### src/hw/rtl/b64e_pkg.sv
// ----------------------------------------------------------------------------
// b64e_pkg: shared types and character mapping
// Group word passed from the byte assembler to the character serializer,
// plus the base64 alphabet lookup.
// ----------------------------------------------------------------------------
package b64e_pkg;

  localparam int QUEUE_DEPTH = 2;

  localparam logic [6:0] CHAR_PAD   = 7'd61;
  localparam logic [6:0] CHAR_PLUS  = 7'd43;
  localparam logic [6:0] CHAR_SLASH = 7'd47;

  localparam logic [1:0] NBYTES_ONE   = 2'd1;
  localparam logic [1:0] NBYTES_TWO   = 2'd2;
  localparam logic [1:0] NBYTES_THREE = 2'd3;

  typedef struct packed {
    logic [23:0] bits;
    logic [1:0]  nbytes;
    logic        last;
  } group_t;

  function automatic logic [6:0] enc_char(logic [5:0] v);
    logic [6:0] e;
    e = {1'b0, v};
    if (v < 6'd26) begin
      return e + 7'd65;
    end else if (v < 6'd52) begin
      return e + 7'd71;
    end else if (v < 6'd62) begin
      return e - 7'd4;
    end else if (v == 6'd62) begin
      return CHAR_PLUS;
    end else begin
      return CHAR_SLASH;
    end
  endfunction

  function automatic logic [6:0] group_char(group_t g, logic [1:0] idx);
    logic [5:0] slice;
    logic       pad;
    case (idx)
      2'd0:    slice = g.bits[23:18];
      2'd1:    slice = g.bits[17:12];
      2'd2:    slice = g.bits[11:6];
      default: slice = g.bits[5:0];
    endcase
    pad = ((idx == 2'd2) && (g.nbytes == NBYTES_ONE)) ||
          ((idx == 2'd3) && (g.nbytes != NBYTES_THREE));
    return pad ? CHAR_PAD : enc_char(slice);
  endfunction

endpackage

### src/hw/rtl/b64e_front.sv
// ----------------------------------------------------------------------------
// b64e_front: byte assembler
// Collects input bytes into 24-bit groups and pushes a group when it is
// full or when the message ends.
// ----------------------------------------------------------------------------
module b64e_front (
  input  logic               clk,
  input  logic               rst_n,
  input  logic               in_tvalid,
  output logic               in_tready,
  input  logic [7:0]         in_tdata,   // [7:0] data_byte
  input  logic               in_tlast,
  output logic               grp_valid,
  input  logic               grp_ready,
  output b64e_pkg::group_t   grp
);

  logic [15:0] pend_r, pend_nxt;
  logic [1:0]  phase_r, phase_nxt;
  logic        accept;
  logic        emit;

  assign in_tready = grp_ready;
  assign accept    = in_tvalid && in_tready;

  always_comb begin
    case (phase_r)
      2'd1: begin
        grp.bits   = {pend_r[15:8], in_tdata, 8'd0};
        grp.nbytes = b64e_pkg::NBYTES_TWO;
      end
      2'd2: begin
        grp.bits   = {pend_r, in_tdata};
        grp.nbytes = b64e_pkg::NBYTES_THREE;
      end
      default: begin
        grp.bits   = {in_tdata, 16'd0};
        grp.nbytes = b64e_pkg::NBYTES_ONE;
      end
    endcase
    grp.last = in_tlast;
    emit     = in_tlast || (grp.nbytes == b64e_pkg::NBYTES_THREE);

    pend_nxt  = pend_r;
    phase_nxt = phase_r;
    if (accept) begin
      if (emit) begin
        pend_nxt  = 16'd0;
        phase_nxt = 2'd0;
      end else begin
        pend_nxt  = grp.bits[23:8];
        phase_nxt = grp.nbytes;
      end
    end
  end

  assign grp_valid = in_tvalid && emit;

  always_ff @(posedge clk) begin
    if (!rst_n) begin
      pend_r  <= 16'd0;
      phase_r <= 2'd0;
    end else begin
      pend_r  <= pend_nxt;
      phase_r <= phase_nxt;
    end
  end

endmodule

### src/hw/rtl/b64e_queue.sv
// ----------------------------------------------------------------------------
// b64e_queue: group queue
// Two-entry first-in first-out buffer between assembler and serializer.
// ----------------------------------------------------------------------------
module b64e_queue (
  input  logic               clk,
  input  logic               rst_n,
  input  logic               wr_valid,
  output logic               wr_ready,
  input  b64e_pkg::group_t   wr_data,
  output logic               rd_valid,
  input  logic               rd_ready,
  output b64e_pkg::group_t   rd_data
);

  b64e_pkg::group_t mem_r [b64e_pkg::QUEUE_DEPTH];
  logic       wr_ptr_r, wr_ptr_nxt;
  logic       rd_ptr_r, rd_ptr_nxt;
  logic [1:0] count_r, count_nxt;
  logic       push, pop;

  assign wr_ready = (count_r != 2'(b64e_pkg::QUEUE_DEPTH));
  assign rd_valid = (count_r != 2'd0);
  assign rd_data  = mem_r[rd_ptr_r];
  assign push     = wr_valid && wr_ready;
  assign pop      = rd_valid && rd_ready;

  always_comb begin
    wr_ptr_nxt = push ? ~wr_ptr_r : wr_ptr_r;
    rd_ptr_nxt = pop ? ~rd_ptr_r : rd_ptr_r;
    count_nxt  = count_r;
    if (push && !pop) begin
      count_nxt = count_r + 2'd1;
    end else if (pop && !push) begin
      count_nxt = count_r - 2'd1;
    end
  end

  always_ff @(posedge clk) begin
    if (push) begin
      mem_r[wr_ptr_r] <= wr_data;
    end
  end

  always_ff @(posedge clk) begin
    if (!rst_n) begin
      wr_ptr_r <= 1'b0;
      rd_ptr_r <= 1'b0;
      count_r  <= 2'd0;
    end else begin
      wr_ptr_r <= wr_ptr_nxt;
      rd_ptr_r <= rd_ptr_nxt;
      count_r  <= count_nxt;
    end
  end

endmodule

### src/hw/rtl/b64e_back.sv
// ----------------------------------------------------------------------------
// b64e_back: character serializer
// Takes one group from the queue and sends its four characters, one word
// per cycle while the receiver is ready, through a registered output stage.
// ----------------------------------------------------------------------------
module b64e_back (
  input  logic               clk,
  input  logic               rst_n,
  input  logic               grp_valid,
  output logic               grp_ready,
  input  b64e_pkg::group_t   grp,
  output logic               out_tvalid,
  input  logic               out_tready,
  output logic [7:0]         out_tdata,  // [6:0] out_char, [7] zero
  output logic               out_tlast
);

  b64e_pkg::group_t cur_r, cur_nxt;
  logic [1:0] idx_r, idx_nxt;
  logic       busy_r, busy_nxt;
  logic       vld_r, vld_nxt;
  logic [6:0] char_r, char_nxt;
  logic       last_r, last_nxt;
  logic       advance;

  assign advance   = !vld_r || out_tready;
  assign grp_ready = advance && !busy_r;

  always_comb begin
    cur_nxt  = cur_r;
    idx_nxt  = idx_r;
    busy_nxt = busy_r;
    vld_nxt  = vld_r && !out_tready;
    char_nxt = char_r;
    last_nxt = last_r;
    if (advance) begin
      if (busy_r) begin
        vld_nxt  = 1'b1;
        char_nxt = b64e_pkg::group_char(cur_r, idx_r);
        last_nxt = cur_r.last && (idx_r == 2'd3);
        idx_nxt  = idx_r + 2'd1;
        busy_nxt = (idx_r != 2'd3);
      end else if (grp_valid) begin
        cur_nxt  = grp;
        vld_nxt  = 1'b1;
        char_nxt = b64e_pkg::group_char(grp, 2'd0);
        last_nxt = 1'b0;
        idx_nxt  = 2'd1;
        busy_nxt = 1'b1;
      end
    end
  end

  always_ff @(posedge clk) begin
    cur_r  <= cur_nxt;
    char_r <= char_nxt;
    last_r <= last_nxt;
  end

  always_ff @(posedge clk) begin
    if (!rst_n) begin
      idx_r  <= 2'd0;
      busy_r <= 1'b0;
      vld_r  <= 1'b0;
    end else begin
      idx_r  <= idx_nxt;
      busy_r <= busy_nxt;
      vld_r  <= vld_nxt;
    end
  end

  assign out_tvalid = vld_r;
  assign out_tdata  = {1'b0, char_r};
  assign out_tlast  = last_r;

endmodule

### src/hw/rtl/base64_stream_encoder.sv
// ----------------------------------------------------------------------------
// base64_stream_encoder: padded base64 encoder on byte streams
// Input words carry one raw byte in in_tdata; in_tlast marks the final byte
// of a message. Output words carry one ASCII character in out_tdata[6:0];
// out_tlast marks the final character of the encoded message.
// Every third byte, or a byte with in_tlast, forms a group that is queued
// and sent as four characters, '=' padding a short final group.
// With the serializer idle, the first character of a group passes through the
// queue and the output register before it is valid. Throughput is set by the
// output stage: one character per cycle while the receiver is ready. Input
// accepts one byte per cycle while the two-group queue has room, and keeps
// accepting while a finished character waits at the output.
// Reset clears pending bytes, the queue and the output stage. When the
// receiver stalls, the output word holds, the queue fills, and then
// in_tready drops until a group slot frees up.
// ----------------------------------------------------------------------------
module base64_stream_encoder (
  input  logic       clk,
  input  logic       rst_n,
  input  logic       in_tvalid,
  output logic       in_tready,
  input  logic [7:0] in_tdata,   // [7:0] data_byte
  input  logic       in_tlast,
  output logic       out_tvalid,
  input  logic       out_tready,
  output logic [7:0] out_tdata,  // [6:0] out_char, [7] zero
  output logic       out_tlast
);

  b64e_pkg::group_t fq_data, qb_data;
  logic fq_valid, fq_ready;
  logic qb_valid, qb_ready;

  b64e_front u_front (
    .clk       (clk),
    .rst_n     (rst_n),
    .in_tvalid (in_tvalid),
    .in_tready (in_tready),
    .in_tdata  (in_tdata),
    .in_tlast  (in_tlast),
    .grp_valid (fq_valid),
    .grp_ready (fq_ready),
    .grp       (fq_data)
  );

  b64e_queue u_queue (
    .clk      (clk),
    .rst_n    (rst_n),
    .wr_valid (fq_valid),
    .wr_ready (fq_ready),
    .wr_data  (fq_data),
    .rd_valid (qb_valid),
    .rd_ready (qb_ready),
    .rd_data  (qb_data)
  );

  b64e_back u_back (
    .clk        (clk),
    .rst_n      (rst_n),
    .grp_valid  (qb_valid),
    .grp_ready  (qb_ready),
    .grp        (qb_data),
    .out_tvalid (out_tvalid),
    .out_tready (out_tready),
    .out_tdata  (out_tdata),
    .out_tlast  (out_tlast)
  );

endmodule

### config.mk
export PLATFORM = sky130hd
export DESIGN_NAME = base64_stream_encoder
export DESIGN_NICKNAME = d
export VERILOG_FILES = /design/src/hw/rtl/b64e_pkg.sv /design/src/hw/rtl/b64e_front.sv /design/src/hw/rtl/b64e_queue.sv /design/src/hw/rtl/b64e_back.sv /design/src/hw/rtl/base64_stream_encoder.sv
export SDC_FILE = /design/constraint.sdc
export NUM_CORES = 1
export LEC_CHECK = 0
export ABC_AREA = 1
export BUFFER_PORTS_ARGS = -buffer_cell sky130_fd_sc_hd__buf_2
export CAP_MARGIN = 20
export CELL_PAD_IN_SITES_DETAIL_PLACEMENT = 0
export CELL_PAD_IN_SITES_GLOBAL_PLACEMENT = 2
export CORE_MARGIN = 5
export CORE_UTILIZATION = 28
export CTS_CLUSTER_DIAMETER = 80
export DETAILED_ROUTE_END_ITERATION = 8
export PLACE_DENSITY_LB_ADDON = 0.1
export SLEW_MARGIN = 20
export SYNTH_ARGS = -nofsm -noshare
export SYNTH_HDL_FRONTEND = slang
export SYNTH_HIERARCHICAL = 1
export SYNTH_SLANG_ARGS = --single-unit
### constraint.sdc
create_clock -name clk -period 5.1 [get_ports clk]
set_input_delay 0.51 -clock clk [delete_from_list [all_inputs] [get_ports clk]]
set_output_delay 0.51 -clock clk [all_outputs]
set_load 0.01 [all_outputs]
==> out/metrics.yaml, run 1 <==
run_status:
  status: "completed"
final_layout:
  nFillCells: 2098
  fin_area_mm2: 0.006635
  final_common_cell: "nand2_1"
  final_nets: 622
  final_cell_mix: "159 x nand2_1, 89 x edfxtp_1, 56 x inv_1, 37 x a21oi_1, 34 x nor2_1"
  n_antenna_cell: 0
  instances_no_fill: 876
  area_growth_pct: 15.21
  drive_gt1_frac: 0.1848
synth:
  ys_warn_count: 6
  synth-compound-area-share: 0.08429
  synth_cells: 566
  async_flop_share: 0
  avgSynthCellArea_um2: 10.18
  synth_top_flop_cell: "edfxtp_1"
  synth_xor_area_frac: 0.01217
  yosys.area_share.simple: 0.1758
  synth_fp_nets: 595
  synth_fa_ha_area_frac: 0.03476
  synth_edf_count: 89
  syn_area_mm2: 0.005759
  synth_top_family_by_area: "simple AND/OR/NAND/NOR gates"
  yosysUniqueCellTypes: 44
  synth.area.mux_share: 0.06583
  ys_ff_latch: 116
  yosysSeqAreaShare: 0.5579
clock_tree:
  postCtsSetupRepairBufs: 0
  holdBufCountCts: 0
  clkSinkCount: 116
  clk_latency_ns: 0.40
  htreeDepth: 4
  clk_pin_slew_ns: 0.05
  cts_buffers: 17
  ctsResizeCount: 0
  cts_tree: "yes"
  cts_buffer_depth: 2
  root_buffer: "clkbuf_16"
setup_path:
  crit_type: "reg2reg"
  rrSetupSlack_ns: 2.33
  cp_max_fo: 27
  cp.arrival_ns: 2.92
  end_kind: "flop"
  start_kind: "flop"
  cp.required_ns: 5.25
timing:
  slew_headroom: 0.3101
  finalHoldViolCount: 0
  maxSlewViolCount: 0
  finalWorstPathRequiredPeriod_ns: 2.774
  tns_ns: 0
  hold_slack_ns: 0.3484
  final-setup-viol-count: 0
  finClkSkew_ns: 0.01002
  period_share: 0.5438
  max_clock_freq_mhz: 360.6
  rsz0062_at_grt: "false"
  worstMarginPinSlew_ns: 1.035
global_route:
  grt_pass1_wl_um: 21250
  antenna_found_initial: 0
  overflow: 0
  grt_usage: 0.1169
  grt_pass1_vias: 3885
  grt_max_degree: 28
floorplan:
  io_pins: 24
  start_util: 0.2846
  die_y_um: 153.4
  core-area_mm2: 0.02023
  die_area_mm2: 0.02354
  dieWidth_um: 153.4
  rows: 52
route:
  first_iter_violations: 128
  drc: 0
  drt_pass1_iterations: 4
  wl_per_cell_um: 14.97
  viasPerCell: 4.317
  route.final.wire_length_um: 13120
  vias: 3782
  drtAntennaViolNets: 0
power_and_ir_drop:
  power.leakage_nw: 2.642
  ir_drop_uv: 235.3
  power_mw: 3.953
  p_per_area_mw_per_mm2: 595.8
placement:
  dp_hpwl_um: 9420
  port_buffers: 22
  gp_congestion: 0.7586
  placedCellCount: 844
  place_area_mm2: 0.006077
worst_hold_path:
  min_path_type: "in2reg"
job:
  drv_cap: 0
## layer usage
layer / wire length, um / track usage
met4: 195 / 0.03995
met5: 0 / 0
met3: 282 / 0.03308
met2: 6199 / 0.1855
met1: 6438 / 0.1538
## state kept, by name, summed over array words and instances, names as in the netlist, named ones only
signal,count
u_back/idx_r,2
u_front/pend_r,16
u_queue/count_r,2
u_back/cur_r,27
u_front/phase_r,2
u_back/out_tlast,1
u_back/char_r,7
u_queue/mem_r,54
u_back/busy_r,1
u_back/out_tvalid,1
u_queue/wr_ptr_r,1
u_queue/rd_ptr_r,1
## report_power, final
part / switching, mW / internal [mW] / leakage [nW]
clock: 0.395 / 0.718 / 0.272
combinational: 0.948 / 0.513 / 1.32
sequential: 0.0777 / 1.30 / 1.05
total: 1.42 / 2.53 / 2.64
## path summary, 6_finish.rpt
kind,startpoint,endpoint,depth (start not counted)
min reg2reg,u_front/pend_r[10],u_front/pend_r[10],2
max reg2reg,flop,u_back/char_r[3],10
min,in_tlast,u_queue/mem_r[0][0],1
max,flop,u_back/char_r[3],10
## critical path, cell delays in order, from the launching register on
cell and delay, ns:
dfxtp_1 0.30, buf_4 0.40, mux2_2 0.34, inv_1 0.13, ha_1 0.21, nor2_1 0.42
inv_1 0.13, nor2_1 0.17, nand2_1 0.06, a31oi_1 0.27, a21oi_2 0.05
## per-stage QoR
| stage | setup WS, ns | util |
|---|---|---|
| floorplan | 2.679 | - |
| global placement | 2.242 | 0.3003 |
| detailed placement | 2.289 | 0.3003 |
| CTS | 2.278 | 0.3279 |
| global route | 2.120 | 0.3279 |
| finish | 2.326 | 0.3279 |
## synthesized netlist by cell type, types with 4 or more instances
cell	count	area, um2
nand2_1	159	596.8
edfxtp_1	89	2673
inv_1	56	210.2
a21oi_1	37	185.2
nor2_1	36	135.1
dfxtp_1	27	540.5
nand3_1	23	115.1
mux2_4	20	300.3
ha_1	16	200.2
o21ai_0	11	55.05
mux2_2	7	78.83
xor2_1	7	61.31
o211ai_1	6	45.04
a21oi_2	5	43.79
buf_4	5	37.54
buf_6	5	56.30
inv_2	5	18.77
o21ai_1	5	25.02
buf_2	4	20.02
nand2_2	4	25.02
nor2_2	4	25.02
## cell type report
cell class,count,area [um2],area share
multi-input combinational,370,2156,0.3249
sequential,116,3213,0.4843
inverter,63,237.7,0.03583
clock buffer,19,442.9,0.06675
clock inverter,13,115.1,0.01735
tap,270,337.8,0.05091
timing repair buffer,25,132.6,0.01999
## cells by family (layout without fill, tap and decap cells)
group	after synthesis	count (layout)
simple gates	240	240
fa+ha+maj	16	16
buf+inv	80	120
xor+xnor	8	8
compound gates	78	78
mux	27	27
other cells	1	1
flops	116	116
No activity file was read; power rests on OpenSTA's default activity.
==> inputs of run 2 (changes only) <==
==> constraint.sdc (replaced) <==
create_clock -name clk -period 2.5 [get_ports clk]
set_input_delay 0.25 -clock clk [delete_from_list [all_inputs] [get_ports clk]]
set_output_delay 0.25 -clock clk [all_outputs]
set_load 0.01 [all_outputs]
==> run 2 against run 1 <==
  * Critical path depth unchanged
  * Cell count up 1.7%
  * Flip-flop and latch count unchanged
  * Utilization rose by 0.98 points
  * Setup slack worse by 2.1 ns
  * Critical endpoint is now u_back/char_r[1]
  * Largest power group unchanged
  * Highest routed layer unchanged
==> out/metrics.yaml, run 2 (synthesis gave the netlist of run 1 again) <==
run_status:
  status: "completed"
final_layout:
  fin_util: 0.3377  # +0.009770
  multi_input_area_mm2: 0.002178  # +1.0%
  final_cell_mix: "159 x nand2_1, 89 x edfxtp_1, 56 x inv_1, 37 x a21oi_1, 34 x nor2_1"
  area_growth_pct: 18.64
  nFillCells: 2070  # -1.3%
  n_antenna_cell: 0  # unchanged
  final_nets: 637  # +2.4%
  top_register: "u_queue/mem_r"
  fin_area_mm2: 0.006833  # +3.0%
  reg_top3: "u_queue/mem_r x54, u_back/cur_r x27, u_front/pend_r x16"
  regArea_mm2: 0.003213  # unchanged
  largest_reg_flops: 54  # unchanged
  final_common_cell: "nand2_1"
  drive_gt1_frac: 0.2126  # +0.02774
power_and_ir_drop:
  p_per_area_mw_per_mm2: 1229  # +110%
  ir_drop_uv: 457.1  # +94%
  power.leakage_nw: 2.734  # +3.5%
  power_mw: 8.396  # +110%
route:
  drc: 0  # unchanged
  route.final.wire_length_um: 13130  # +0.13%
  drt_pass1_iterations: 4  # unchanged
  wl_per_cell_um: 14.74  # -1.6%
  drtAntennaViolNets: 0  # unchanged
  first_iter_violations: 154  # +20%
  viasPerCell: 4.248  # -1.6%
  vias: 3785  # +0.079%
floorplan:
  start_util: 0.2846  # unchanged
  dieWidth_um: 153.4  # unchanged
  core-area_mm2: 0.02023  # unchanged
  io_pins: 24  # unchanged
  die_y_um: 153.4  # unchanged
  rows: 52  # unchanged
  die_area_mm2: 0.02354  # unchanged
setup_path:
  slowest_delay_ns: 0.39  # -0.03 ns
  cp_slowest_cell: "dfxtp_1"
  cp_cell_sequence: "ha_1 -> inv_4 -> or2_2 -> o21ai_4 -> inv_1 -> ha_2 -> a21oi_1 -> nand2_2 -> o21ai_1 -> o21ai_2"
  cp.arrival_ns: 2.41  # -0.51 ns
  r2r-end: "u_back/char_r[1]"
  r2r_start: "u_back/idx_r[0]"
  crit_type: "reg2reg"
  cp.required_ns: 2.65  # -2.60 ns
  cp_max_fo: 15  # -44%
  end_kind: "flop"
  rrSetupSlack_ns: 0.24  # -2.09 ns
  rr_worst_depth: 10  # unchanged
  start_kind: "flop"
clock_tree:
  holdBufCountCts: 0  # unchanged
  root_buffer: "clkbuf_16"
  htreeDepth: 4  # unchanged
  cts_buffer_depth: 2  # unchanged
  cts_buffers: 17  # unchanged
  cts_tree: "yes"
  clk_latency_ns: 0.41  # about the same
  clk_pin_slew_ns: 0.05  # about the same
  clkSinkCount: 116  # unchanged
timing:
  tns_ns: 0  # unchanged
  period_share: 0.9047  # +0.3608
  finalWorstPathRequiredPeriod_ns: 2.262  # -0.5119 ns
  finalHoldViolCount: 0  # unchanged
  worstMarginPinSlew_ns: 0.7135  # -0.3214 ns
  slew_headroom: 0.5244  # +0.2142
  final-setup-viol-count: 0  # unchanged
  finClkSkew_ns: 0.01053  # +0.0005104 ns
  rsz0062_at_grt: "false"
  maxSlewViolCount: 0  # unchanged
  max_clock_freq_mhz: 442.2  # +23%
global_route:
  grt_pass1_wl_um: 21160  # -0.39%
  grt_pass1_vias: 3879  # -0.15%
  overflow: 0  # unchanged
  grt_max_degree: 28  # unchanged
  grt_usage: 0.1158  # -0.001021
  antenna_found_initial: 0  # unchanged
worst_hold_path:
  min_to: "u_queue/mem_r[1][0]"
  hold_depth: 1  # unchanged
  min_path_type: "in2reg"
  min-delay-start: "in_tlast"
placement:
  gp_congestion: 0.7885  # +3.9%
  dp_hpwl_um: 9703  # +3.0%
  port_buffers: 22  # unchanged
  place_area_mm2: 0.006200  # +2.0%
job:
  drv_cap: 0  # unchanged
## run 2: changes by cell type in the layout (fill, tap and decap cells not counted), moves of 2 or more
cell,change
clkinv_1,-2
buf_4,+13
ha_1,-4
ha_2,+4
buf_12,+2
## run 2: cell type report
class	count	share of cell area
timing repair buffer	40	0.03955
inverter	63	0.03516
clock buffer	21	0.06739
sequential	116	0.4702
tap	270	0.04944
multi-input combinational	370	0.3188
clock inverter	11	0.01941
## run 2: per-layer routing
metal,GRT usage,share of wire
met1,0.1456,0.47
met2,0.1924,0.49
met3,0.03364,0.031
met4,0.03743,0.012
met5,0,0
## run 2: how the worst max path moves through the flow
stage / from / end / slack (ns)
floorplan: u_front/phase_r[0] / u_queue/mem_r[1][0] / 0.08
global placement: u_back/idx_r[0] / u_back/char_r[2] / -0.09
detailed placement: u_back/idx_r[0] / u_back/char_r[4] / -0.06
CTS: u_back/idx_r[0] / u_back/char_r[4] / 0.04
global route: u_back/idx_r[0] / u_back/char_r[4] / 0.003
finish: u_back/idx_r[0] / u_back/char_r[1] / 0.24
## run 2: metrics by stage
stage	setup WS (ns)	std cells	hold WS, ns
3_5_place_dp	-0.06410	857	0.4552
6_report	0.2384	891	0.07062
3_3_place_gp	-0.08684	857	0.4513
5_1_grt	0.002742	891	0.06106
2_1_floorplan	0.07936	566	0.3713
4_1_cts	0.04416	890	0.05076
## run 2: where the power goes
part | switching [mW] | total [mW] | internal, mW
registers | 0.167 | 2.81 | 2.64
logic | 1.97 | 3.18 | 1.20
clock network | 0.807 | 2.41 | 1.60
## run 2: worst max-delay path, delay by kind of cell, from the launching register on
| family | cells | cell delay, ns |
|---|---|---|
| buf+inv | 2 | 0.15 |
| simple gates | 2 | 0.47 |
| flops | 1 | 0.39 |
| fa+ha+maj | 2 | 0.42 |
| compound gates | 4 | 0.58 |
## run 2: repair_timing
action,4_1_cts,5_1_grt
gates resized for setup,0,7
pin swaps,1,1
setup buffers,1,1
endpoints found under the setup margin,5,5
==> inputs of run 3 (changes only) <==
--- a/config.mk
+++ b/config.mk
@@ -11,7 +11,7 @@
 export CELL_PAD_IN_SITES_DETAIL_PLACEMENT = 0
 export CELL_PAD_IN_SITES_GLOBAL_PLACEMENT = 2
 export CORE_MARGIN = 5
-export CORE_UTILIZATION = 28
+export CORE_UTILIZATION = 37
 export CTS_CLUSTER_DIAMETER = 80
 export DETAILED_ROUTE_END_ITERATION = 8
 export PLACE_DENSITY_LB_ADDON = 0.1
==> run 3 against run 2 <==
  * Sequential share of layout area increased by 1.1 points
  * Maximum frequency shrank 1.5%
  * Sequential power about the same
  * Clock-buffer cell count rose by 1
  * Critical path type unchanged
==> out/metrics.yaml, run 3 (synthesis gave the netlist of run 1 again) <==
placement:
  dp_hpwl_um: 8926  # -8.0%
  port_buffers: 22  # unchanged
  placedCellCount: 794  # -7.4%
  gp_congestion: 0.7649  # -3.0%
final_layout:
  n_antenna_cell: 0  # unchanged
  area_growth_pct: 16.03
  largest_reg_flops: 54  # unchanged
  instances_no_fill: 828  # -7.1%
  final_nets: 633  # -0.63%
  nFillCells: 1444  # -30%
  final_common_cell: "nand2_1"
  final_cell_mix: "159 x nand2_1, 89 x edfxtp_1, 56 x inv_1, 37 x a21oi_1, 34 x nor2_1"
  drive_gt1_frac: 0.2026  # -0.009967
  top_register: "u_queue/mem_r"
  fin_util: 0.4380  # +0.1003
  reg_top3: "u_queue/mem_r x54, u_back/cur_r x27, u_front/pend_r x16"
global_route:
  overflow: 0  # unchanged
  grt_pass1_wl_um: 20320  # -4.0%
  top_usage_layer: "met2"
  met3_usage: 0.03502  # +0.001378
  antenna_found_initial: 0  # unchanged
  grt_pass1_vias: 3830  # -1.3%
  use_met1: 0.1830  # +0.03744
  grt_max_degree: 28  # unchanged
  grtUsageMet2: 0.2387  # +0.04634
  grt_usage: 0.1469  # +0.03103
power_and_ir_drop:
  p_clk_frac: 0.285  # -0.002
  netSwitchingPower_mw: 2.898  # -1.6%
  p_comb_frac: 0.373  # -0.005
  internal-power_mw: 5.367  # -1.5%
  ir_drop_uv: 545.2  # +19%
  p_sw_frac: 0.3506  # about the same
  power.leakage_nw: 2.705  # -1.0%
  p_per_area_mw_per_mm2: 1237  # +0.65%
  p_seq_frac: 0.342  # +0.007
  power_mw: 8.265  # -1.6%
timing:
  finalWorstPathRequiredPeriod_ns: 2.297  # +0.03534 ns
  finClkSkew_ns: 0.009040  # -0.001490 ns
  maxSlewViolCount: 0  # unchanged
  hold_slack_ns: 0.07693  # +0.006311 ns
  slew_headroom: 0.5511  # +0.02679
  finalHoldViolCount: 0  # unchanged
  worstMarginPinSlew_ns: 0.6692  # -0.04432 ns
  final-setup-viol-count: 0  # unchanged
  period_share: 0.9188  # +0.01414
  max_clock_freq_mhz: 435.4  # -1.5%
clock_tree:
  cts_tree: "yes"
  clk_latency_ns: 0.41  # about the same
  holdBufCountCts: 0  # unchanged
  htreeDepth: 4  # unchanged
  cts_buffers: 17  # unchanged
  cts_buffer_depth: 2  # unchanged
  root_buffer: "clkbuf_16"
  clk_pin_slew_ns: 0.05  # about the same
  clkSinkCount: 116  # unchanged
setup_path:
  cp.arrival_ns: 2.45  # +0.04 ns
  crit_type: "reg2reg"
  end_kind: "flop"
  cp.required_ns: 2.66  # about the same
  cp_max_fo: 6  # -9
  start_kind: "flop"
route:
  drtAntennaViolNets: 0  # unchanged
  drc: 0  # unchanged
  wl_per_cell_um: 15.02  # +1.9%
  drt_pass1_iterations: 4  # unchanged
  first_iter_violations: 169  # +9.7%
  route.final.wire_length_um: 12440  # -5.3%
  vias: 3860  # +2.0%
  viasPerCell: 4.662  # +9.7%
floorplan:
  die_area_mm2: 0.01816  # -23%
  rows: 45  # -13%
  dieWidth_um: 134.8  # -12%
  die_y_um: 134.8  # -12%
  core-area_mm2: 0.01526  # -25%
  start_util: 0.3774  # +0.09282
  io_pins: 24  # unchanged
job:
  drv_cap: 0  # unchanged
worst_hold_path:
  min_path_type: "in2reg"
run_status:
  status: "completed"
[run 3: area by class of cell]
class                      count  area (um2)  area share
tap                          211       264.0     0.03951
clock buffer                  22       444.2     0.06647
clock inverter                10       132.6     0.01985
inverter                      63       237.7     0.03557
multi-input combinational    370        2161      0.3233
timing repair buffer          36       227.7     0.03408
sequential                   116        3216      0.4812
[run 3: critical path, stage by stage (launching register included)]
cell,delay [ns]
dfxtp_1,0.36
inv_1,0.09
ha_1,0.26
nand2_1,0.09
nand2_1,0.10
o21ai_4,0.19
inv_1,0.06
ha_1,0.24
nand3_1,0.15
nor2_1,0.06
nand2_1,0.07
nand2_1,0.04
nand2_1,0.06
nand2_1,0.06
nand2_1,0.06
nand2_1,0.06
nand2_1,0.06
nand2_1,0.05
[run 3: path summary, 6_finish.rpt]
kind | startpoint | to | slack [ns] | depth (start not counted)
setup / recovery | u_back/idx_r[1] | u_back/char_r[2] | 0.20 | 17
hold / removal | in_tlast | u_queue/mem_r[1][0] | 0.08 | 1
setup reg to reg | u_back/idx_r[1] | u_back/char_r[2] | 0.20 | 17
hold reg to reg | u_front/pend_r[7] | u_front/pend_r[7] | 0.46 | 2
[run 3: stage by stage]
step / area [um2] / TNS, ns / setup slack (ns)
5_1_grt: 6683 / -0.002109 / -0.002109
4_1_cts: 6660 / 0 / 0.03727
3_5_place_dp: 6083 / 0 / 0.03880
6_report: 6683 / 0 / 0.2030
3_3_place_gp: 6083 / 0 / 0.04890
2_1_floorplan: 5759 / 0 / 0.07936
[run 3: layer usage]
layer,part of all wire,vias up
met1,0.46,1804
met5,0,-
li1,-,1969
met2,0.49,64
met3,0.029,23
met4,0.028,0
[run 3: power by group through the flow]
stage | Sequential, mW | Clock, mW | Combinational, mW
after global routing | 2.87 | 2.51 | 3.46
after global placement | 2.87 | 0 | 3.09
after detailed placement | 2.87 | 0 | 3.07
after CTS | 2.83 | 2.41 | 3.09
after floorplan | 2.82 | 0 | 2.34
final | 2.83 | 2.36 | 3.08
[run 3: repair_timing]
action                                  in CTS  in global routing
buffers inserted                             0                  2
endpoints found under the setup margin       0                  5
gates resized for setup                      0                  3
